[src/rtl/tcw_pkg.sv]
// Shared types and constants of the text console writer.
// No dependencies; every other file of the block but tcw_ram imports this package.
package tcw_pkg;

  localparam int COLS_DEFAULT = 80;
  localparam int ROWS_DEFAULT = 25;

  localparam int COL_W  = 8;
  localparam int ROW_W  = 6;
  localparam int CHAR_W = 8;
  localparam int ATTR_W = 8;
  localparam int CELL_W = CHAR_W + ATTR_W;

  localparam logic [CHAR_W-1:0] NEWLINE_CODE       = 8'd10;
  localparam logic [ATTR_W-1:0] DEFAULT_ATTR_RESET = 8'd15;

  typedef enum logic [1:0] {
    OP_PUT   = 2'd0,
    OP_SET   = 2'd1,
    OP_CLEAR = 2'd2,
    OP_READ  = 2'd3
  } tcw_op_e;

  typedef enum logic [2:0] {
    ST_INIT,
    ST_IDLE,
    ST_READ,
    ST_WALK,
    ST_DRAIN
  } tcw_state_e;

  typedef struct packed {
    logic [COL_W-1:0]  cursor_column;
    logic [ROW_W-1:0]  cursor_line;
    logic              scrolled;
    logic [CHAR_W-1:0] read_char;
    logic [ATTR_W-1:0] read_attribute;
    logic              bad_position;
  } tcw_result_t;

endpackage

[src/rtl/tcw_out_buf.sv]
// Two-entry result buffer (output register plus skid register) for the
// console writer. Depends on tcw_pkg for the result struct.
module tcw_out_buf (
  input  logic                 clk_i,
  input  logic                 rst_ni,
  input  logic                 push_i,
  input  tcw_pkg::tcw_result_t push_data_i,
  output logic                 skid_full_o,
  output logic                 out_valid_o,
  input  logic                 out_stall_i,
  output tcw_pkg::tcw_result_t out_data_o
);
  import tcw_pkg::*;

  logic        out_valid_q, out_valid_d;
  logic        skid_valid_q, skid_valid_d;
  tcw_result_t out_q, out_d;
  tcw_result_t skid_q, skid_d;
  logic        out_free;

  assign out_free = !out_valid_q || !out_stall_i;

  always_comb begin
    out_valid_d  = out_valid_q;
    skid_valid_d = skid_valid_q;
    out_d        = out_q;
    skid_d       = skid_q;
    if (out_free) begin
      if (skid_valid_q) begin
        // Advance the skid entry; a new push refills it.
        out_d        = skid_q;
        out_valid_d  = 1'b1;
        skid_valid_d = push_i;
        skid_d       = push_data_i;
      end else begin
        out_valid_d = push_i;
        out_d       = push_data_i;
      end
    end else if (push_i) begin
      skid_valid_d = 1'b1;
      skid_d       = push_data_i;
    end
  end

  always_ff @(posedge clk_i or negedge rst_ni) begin
    if (!rst_ni) begin
      out_valid_q  <= 1'b0;
      skid_valid_q <= 1'b0;
    end else begin
      out_valid_q  <= out_valid_d;
      skid_valid_q <= skid_valid_d;
    end
  end

  always_ff @(posedge clk_i) begin
    out_q  <= out_d;
    skid_q <= skid_d;
  end

  assign skid_full_o = skid_valid_q;
  assign out_valid_o = out_valid_q;
  assign out_data_o  = out_q;

`ifndef SYNTHESIS
  a_no_overflow: assert property (@(posedge clk_i) disable iff (!rst_ni)
    push_i |-> !skid_valid_q)
    else $error("result pushed while skid entry is occupied");

  a_skid_behind_out: assert property (@(posedge clk_i) disable iff (!rst_ni)
    skid_valid_q |-> out_valid_q)
    else $error("skid entry holds a result while output register is empty");
`endif

endmodule

[config.mk]
export PLATFORM = sky130hd
export DESIGN_NAME = tcw_out_buf
export DESIGN_NICKNAME = d
export VERILOG_FILES = /design/src/rtl/tcw_pkg.sv /design/src/rtl/tcw_out_buf.sv
export SDC_FILE = /design/constraint.sdc
export NUM_CORES = 1
export LEC_CHECK = 0
export ABC_AREA = 1
export ABC_CLOCK_PERIOD_IN_PS = 3200
export BUFFER_PORTS_ARGS = -buffer_cell sky130_fd_sc_hd__buf_2
export CAP_MARGIN = 20
export CORE_ASPECT_RATIO = 2
export CORE_MARGIN = 3
export CORE_UTILIZATION = 50
export DETAILED_ROUTE_END_ITERATION = 10
export GPL_TIMING_DRIVEN = 0
export PLACE_DENSITY_LB_ADDON = 0.08
export REMOVE_ABC_BUFFERS = 1
export SYNTH_ARGS = -nofsm -noshare
export SYNTH_HDL_FRONTEND = slang
export SYNTH_SLANG_ARGS = --single-unit
[constraint.sdc]
create_clock -name clk_i -period 3.2 [get_ports clk_i]
set_input_delay 0.64 -clock clk_i [delete_from_list [all_inputs] [get_ports clk_i]]
set_output_delay 0.64 -clock clk_i [all_outputs]
set_load 0.1 [all_outputs]
# Yosys cells after proc, flatten, opt, wreduce, memory -nomap -nowiden
# Cells that the tools add are included.
# word_totals
inputBits	36
word_cells	28
register_bits	66
# op_classes
muxes	8
eq_ne	1
n_reduce_logical	5
# ops
op	count
2-to-1 mux 32 bit	4
2-to-1 mux 1 bit	4
zero test 1 bit	2
inequality test 2 bit (second input constant)	1
AND reduction 2 bit	1
nonzero test 2 bit	1
logical OR 1 bit	1

# Longest topological paths before layout
# Gate-level depths: netlist of the first run.
# logic_depth
word_depth	4
mapped_depth	5
depth_no_buf	4

# Least setup slack after synthesis of the first run
# Ideal clock, no wire load.
# synth_timing
kind	reg2reg
from	reg out_valid_q, in the netlist out_valid_o
to	reg skid_q[0] (netlist bit) (enable)
setup_ns	0.389
t_required_ns	2.811
setup_slack_ns	0.042
arrival_time_ns	2.769
n_path_buf	0
stages_incl_launch_ff	5
period_less_slack_ns	3.158
cell_sequence	dfrtp_1 > nand2_1 > nand2_1 > nand2_1 > nand2_1
# synth_between
elab_chain_cells	4
# synth_lines
item	line_no	rtl
start: declaration	tcw_out_buf.sv:15	logic out_valid_q, out_valid_d;
start signal: assignment	tcw_out_buf.sv:50	out_valid_q <= out_valid_d;
zero test 1 bit (*)	tcw_out_buf.sv:21	assign out_free = !out_valid_q || !out_stall_i;
logical OR 1 bit (*)	tcw_out_buf.sv:21	
via out_free	tcw_out_buf.sv:19	logic out_free;
inequality test 2 bit (no source line) / nonzero test 2 bit (equally long branches)	--	
AND reduction 2 bit (no source line) (*)	--	
end signal: assignment	tcw_out_buf.sv:57	skid_q <= skid_d;
end: declaration	tcw_out_buf.sv:18	tcw_result_t skid_q, skid_d;
# The timed path passes the listed nets; every way through them passes the cells marked *.
# A chain may end at the register's enable or synchronous reset.

# Worst setup path in the final report of the first run
# layout_timing
from	reg skid_valid_q, in the netlist skid_full_o
to	out skid_full_o
# layout_lines
item	line_no	rtl
start: declaration	tcw_out_buf.sv:16	logic skid_valid_q, skid_valid_d;
start signal: assignment	tcw_out_buf.sv:51	skid_valid_q <= skid_valid_d;
end: declaration	tcw_out_buf.sv:8	output logic skid_full_o,
# No word-level cell between the ends.

==> results of run 1 <==
[flip-flops by register name, summed over array words and instances (netlist names)]
signal       flops
skid_q          32
skid_full_o      1
out_data_o      32
out_valid_o      1
[logic make-up (layout without fill, tap and decap cells)]
| kind of cell | after synthesis | in the layout | synth area share [%] |
|---|---|---|---|
| buffers and inverters | 8 | 87 | 3.483 |
| AND/OR/NAND/NOR | 105 | 105 | 16.96 |
| flip-flops | 66 | 66 | 79.56 |
[cells in the mapped netlist]
| master | count |
|---|---|
| edfxtp_1 | 64 |
| dfrtp_1 | 2 |
| buf_8 | 1 |
| nand2_2 | 10 |
| nand3_1 | 1 |
| buf_4 | 2 |
| nor2_1 | 1 |
| nand2_1 | 93 |
| buf_6 | 4 |
| inv_8 | 1 |
[power by group]
part / switching [mW] / internal (mW)
clock network: 0.276 / 0.275
logic: 0.581 / 0.107
registers: 0.0347 / 1.09
total: 0.891 / 1.47
[metrics by stage]
| step | area [um^2] | worst slack [ns] | instances | power, mW | hold slack [ns] |
|---|---|---|---|---|---|
| global placement | 2818 | -0.3540 | 296 | 1.806 | 0.4240 |
| CTS | 3028 | 0.7650 | 313 | 2.395 | 0.06801 |
| global route | 3028 | 0.5999 | 313 | 2.468 | 0.06236 |
| finish | 3028 | 0.8002 | 313 | 2.360 | 0.08946 |
| detailed placement | 2875 | 0.4710 | 298 | 1.835 | 0.4288 |
| floorplan | 2404 | 0.04161 | 172 | 1.689 | 0.3444 |
[area by class of cell]
type / count / area (um^2) / share of cell area (%)
repair buffers: 71 / 400.4 / 13.22
inverters: 1 / 11.26 / 0.3719
well taps: 55 / 68.82 / 2.273
flip-flops and latches: 66 / 1972 / 65.12
clock inverters: 3 / 17.52 / 0.5785
multi-input cells: 105 / 422.9 / 13.97
clock buffers: 12 / 135.1 / 4.463
[layer usage]
metal,vias to the layer above,part of all wire [%],track usage (%)
met5,-,0,0
met3,4,7.3,6.373
met1,706,40,19.50
li1,754,-,-
met4,0,0.98,8.870
met2,60,52,26.61
[how the worst min path moves through the flow]
stage	start	cells after the start	slack (ns)	endpoint
global placement	rst_ni	1	0.42	skid_full_o
CTS	rst_ni	1	0.07	skid_full_o
finish	rst_ni	1	0.09	skid_full_o
floorplan	rst_ni	0	0.34	out_valid_o
global route	rst_ni	1	0.06	skid_full_o
detailed placement	rst_ni	1	0.43	out_valid_o
[placed cells by master, fill, tap and decap left out]
| cell type | instances |
|---|---|
| nand3_1 | 1 |
| clkbuf_1 | 3 |
| dfrtp_1 | 2 |
| buf_16 | 2 |
| buf_2 | 69 |
| nand2_1 | 92 |
| inv_8 | 1 |
| clkbuf_8 | 9 |
| clkinvlp_4 | 1 |
| nand2_2 | 11 |
| edfxtp_1 | 64 |
| clkinv_2 | 2 |
| nor2_1 | 1 |
==> run metrics, run 1 <==
vias in the first global route about 1,600; htree depth 3; remaining global-route overflow 0; number of synthesized register bits 66; global-route wire length before repair ~7500 um; die footprint 5889 um^2; clock root buffer clkbuf_8; hpwl dp 2828 um; worst-path cell chain buf_16 > buf_2; Worst Skew about 0.0041 ns; crit path capture skid_full_o; # rows 35; peak supply drop ~510 uV; worst-margin pin slew 0.8530 ns; crit path capture type primary output; final wirelength 4383 um; sequential fraction of the synthesis area 79.56%; slowest stage delay, CP 0.74 ns; Synth Warn # 0; residual DRC count 0; area of the core about 4700 um^2; leakage power roughly 1.3 nW; FMAX 0.4167 GHz; TritonCTS clock tree built; average vias per placed instance approximately 4.9; drt pass-1 iters 6; Post-DRT Antenna Nets 0; Crit Reg-Reg Startpoint skid_full_o; initial antenna violation count 0; hold-fix buffers at CTS 0; Crit Path Class flip-flop to primary output; critical path's slowest cell dfrtp_1; Synth Cell Area 2479 um^2; critical path's top delay family flip-flops; critical path peak fanout 22; Synth area leaders edfxtp_1, nand2_1, nand2_2; Initial Util 52.90%; CTS resizes 0; Post-Syn Instances 179; Final #Nets slightly below 300; GR Util All Layers between 10% and 20%; headroom to the max-slew limit 42.93%; # setup viols final 0; final worst-path cycle share 74.99%; area share of the largest cell type after synthesis between 70% and 80%; class of the worst hold path input pin to asynchronous set/reset pin; Worst Path Required 2.56 ns; vias 1,524; largest net degree at the start of global routing 36; max_cap viols 0; CTS sink cnt 66; Clock Tree Buf Depth 2; PwrDens 779.5 nW/um^2; stages on the worst setup path 2; r2r endpoint skid_q[3]; chip height 105.6 um; post-synthesis average cell area around 14 um^2; ANT cells 0; Clock Latency Late Sink 0.32 ns; fraction of layout cells with a size suffix above 1 36.82%; Slew Limit Fails 0; area delta synth->final 22.16%; Final GP Congestion 0.6642; synth unique cells 10; WP buf/inv 2; Clock transition at path regs 0.06 ns; post-CTS setup buffers 0; final hold vios 0; RSZ-0062 raised after global routing false; Reg2Reg Depth 6; 1st-iter DRT viols 39; Yosys top cell by area edfxtp_1; IO Count 70; Final Util 64.62%; number of port buffers 69; setup slack, reg-to-reg approximately 0.82 ns; min Tclk post-route about 2.4 ns; crit path DAT 1.76 ns; Final TNS setup 0 ns; Die X 55.79 um; Worst Setup SP skid_full_o; status finished, final reports clean; Filler cells 364; CTS buffer count 9; Setup crit start kind flip-flop; drt wl/cell about 14 um
No activity file was read; power rests on OpenSTA's default activity.
==> run 2: changes to the inputs <==
--- a/config.mk
+++ b/config.mk
@@ -6,12 +6,12 @@
 export NUM_CORES = 1
 export LEC_CHECK = 0
 export ABC_AREA = 1
-export ABC_CLOCK_PERIOD_IN_PS = 3200
+export ABC_CLOCK_PERIOD_IN_PS = 2180
 export BUFFER_PORTS_ARGS = -buffer_cell sky130_fd_sc_hd__buf_2
 export CAP_MARGIN = 20
 export CORE_ASPECT_RATIO = 2
 export CORE_MARGIN = 3
-export CORE_UTILIZATION = 50
+export CORE_UTILIZATION = 46
 export DETAILED_ROUTE_END_ITERATION = 10
 export GPL_TIMING_DRIVEN = 0
 export PLACE_DENSITY_LB_ADDON = 0.08
==> constraint.sdc (replaced) <==
create_clock -name clk_i -period 2.18 [get_ports clk_i]
set_input_delay 0.436 -clock clk_i [delete_from_list [all_inputs] [get_ports clk_i]]
set_output_delay 0.436 -clock clk_i [all_outputs]
set_load 0.1 [all_outputs]
==> run metrics, run 2 (same netlist as run 1, synthesis figures left out) <==
CTS buffer count 9; Final Util 58.25%; min-delay src push_data_i[9]; vias in the first global route 1,493; Slew Limit Fails 0; slowest stage delay, CP 0.61 ns; min Tclk post-route 2.006 ns; commonest non-fill, non-tap cell in the layout nand2_1; most frequent cells in the layout nand2_1, buf_2, edfxtp_1, nand2_2, clkbuf_8; vias around 1,500; class of the worst hold path input pin to flip-flop; GR Util All Layers 15.91%; drt pass-1 iters 4; status finished, final reports clean; area delta synth->final 21.86%; fin cells 315; Die X 57.91 um; # rows 37; Clock Latency Late Sink about 0.33 ns; average vias per placed instance approximately 4.8; Hold Crit Depth 1; Reg2Reg Depth 5; final hold vios 0; critical path's slowest cell dfrtp_4; drt wl/cell about 14 um; Min-Delay Endpoint skid_q[9]; htree depth 3; 1st-iter DRT viols 48; Clock Tree Buf Depth 2; critical path's top delay family buffers and inverters; number of port buffers 69; initial antenna violation count 0; global-route wire length before repair 7210 um; final wirelength 4500 um; largest net degree at the start of global routing 36; Final GP Congestion between 0.6 and 0.7; setup slack, reg-to-reg 0.31 ns; crit path capture type primary output; ANT cells 0; worst-path cell chain buf_16 > buf_2; Worst Path Required 1.74 ns; clock root buffer clkbuf_8; crit path DAT 1.57 ns; # setup viols final 0; IO Count 70; Worst Skew 0.005828 ns; post-placement cell count 300; fraction of layout cells with a size suffix above 1 between 30% and 40%; max_cap viols 0; critical path peak fanout 24; area of the core 5185 um^2; final worst-path cycle share 92.04%; leakage power 1.338 nW; chip height ~110 um; RSZ-0062 raised after global routing false; Crit Reg-Reg Startpoint skid_full_o; WP buf/inv 2; Setup crit start kind flip-flop; peak supply drop between 700 and 800 uV; remaining global-route overflow 0; FMAX around 0.5 GHz; headroom to the max-slew limit 66.51%; PwrDens approximately 1100 nW/um^2; worst-margin pin slew 0.5058 ns; post-CTS setup buffers 0; Crit Path Class flip-flop to primary output; r2r endpoint skid_q[13]; Post-DRT Antenna Nets 0; hpwl dp 2754 um; Worst Setup SP skid_full_o; residual DRC count 0; Initial Util 47.80%; TritonCTS clock tree built; Clock transition at path regs 0.06 ns; CTS sink cnt 66; Final #Nets 290; die footprint 6359 um^2
==> run 2: cell count changes in the layout (fill, tap and decap cells not counted) <==
cell / previous run / this run
dfrtp_1: 2 / 1
nand2_4: 0 / 2
clkinv_2: 2 / 0
nand2_1: 92 / 91
dlygate4sd3_1: 0 / 1
nand2_2: 11 / 10
clkinvlp_4: 1 / 0
dfrtp_4: 0 / 1
buf_16: 2 / 1
clkbuf_1: 3 / 4
clkinv_1: 0 / 1
==> run 2: power by group <==
part	total, mW	leakage, nW	switching [mW]	internal (mW)
combinational	0.989	0.610	0.843	0.146
sequential	1.66	0.657	0.0588	1.60
clock	0.794	0.0710	0.396	0.398
total	3.44	1.34	1.30	2.14
==> run 2: final cells by class <==
class,count,area [um^2]
clock buffer,13,138.9
clock inverter,1,3.754
fill,466,2165
inverter,1,11.26
multi-input combinational,105,435.4
sequential,66,1976
tap,58,72.57
timing repair buffer,71,382.9
==> run 2: metrics by stage <==
step	TNS, ns	power [mW]	instance area (um^2)	worst slack [ns]	hold WS [ns]
after floorplan	-34.01	2.480	2404	-0.9784	0.1404
after global placement	-40.06	2.659	2821	-1.246	0.2226
after detailed placement	-10.56	2.681	2854	-0.3307	0.2257
after CTS	0	3.496	3018	0.02789	0.2623
after global routing	0	3.600	3020	0.07628	0.2666
final	0	3.440	3020	0.1735	0.2947
==> run 2: how the worst max path moves through the flow <==
| stage | slack, ns | cells past startpoint | end |
|---|---|---|---|
| after floorplan | -0.98 | 4 | skid_q[0] |
| after global placement | -1.25 | 5 | skid_q[23] |
| after detailed placement | -0.33 | 5 | skid_q[13] |
| after CTS | 0.03 | 2 | skid_full_o |
| after global routing | 0.08 | 2 | skid_full_o |
| final | 0.17 | 2 | skid_full_o |
==> run 2: worst reg2reg max path, delay by kind of cell, from the launching register on <==
kind / cells / cell delay (ns)
buffers and inverters: 2 / 0.41
and+or+nand+nor: 3 / 0.51
DFF: 1 / 0.61
==> run 2: metal layers <==
metal / global-route usage [%] / vias to the layer above / share of wire (%)
met5: 0 / - / 0
met1: 18.51 / 685 / 40
li1: - / 751 / -
met2: 24.51 / 56 / 50
met3: 6.698 / 8 / 7.7
met4: 8.789 / 0 / 2.5
==> run 2: repair_timing <==
item                                    4_1_cts  5_1_grt
endpoints found under the hold margin         2        0
gates cloned                                  0        0
endpoints found under the setup margin       33        1
hold buffers                                  1        0
resized for setup                             3        1
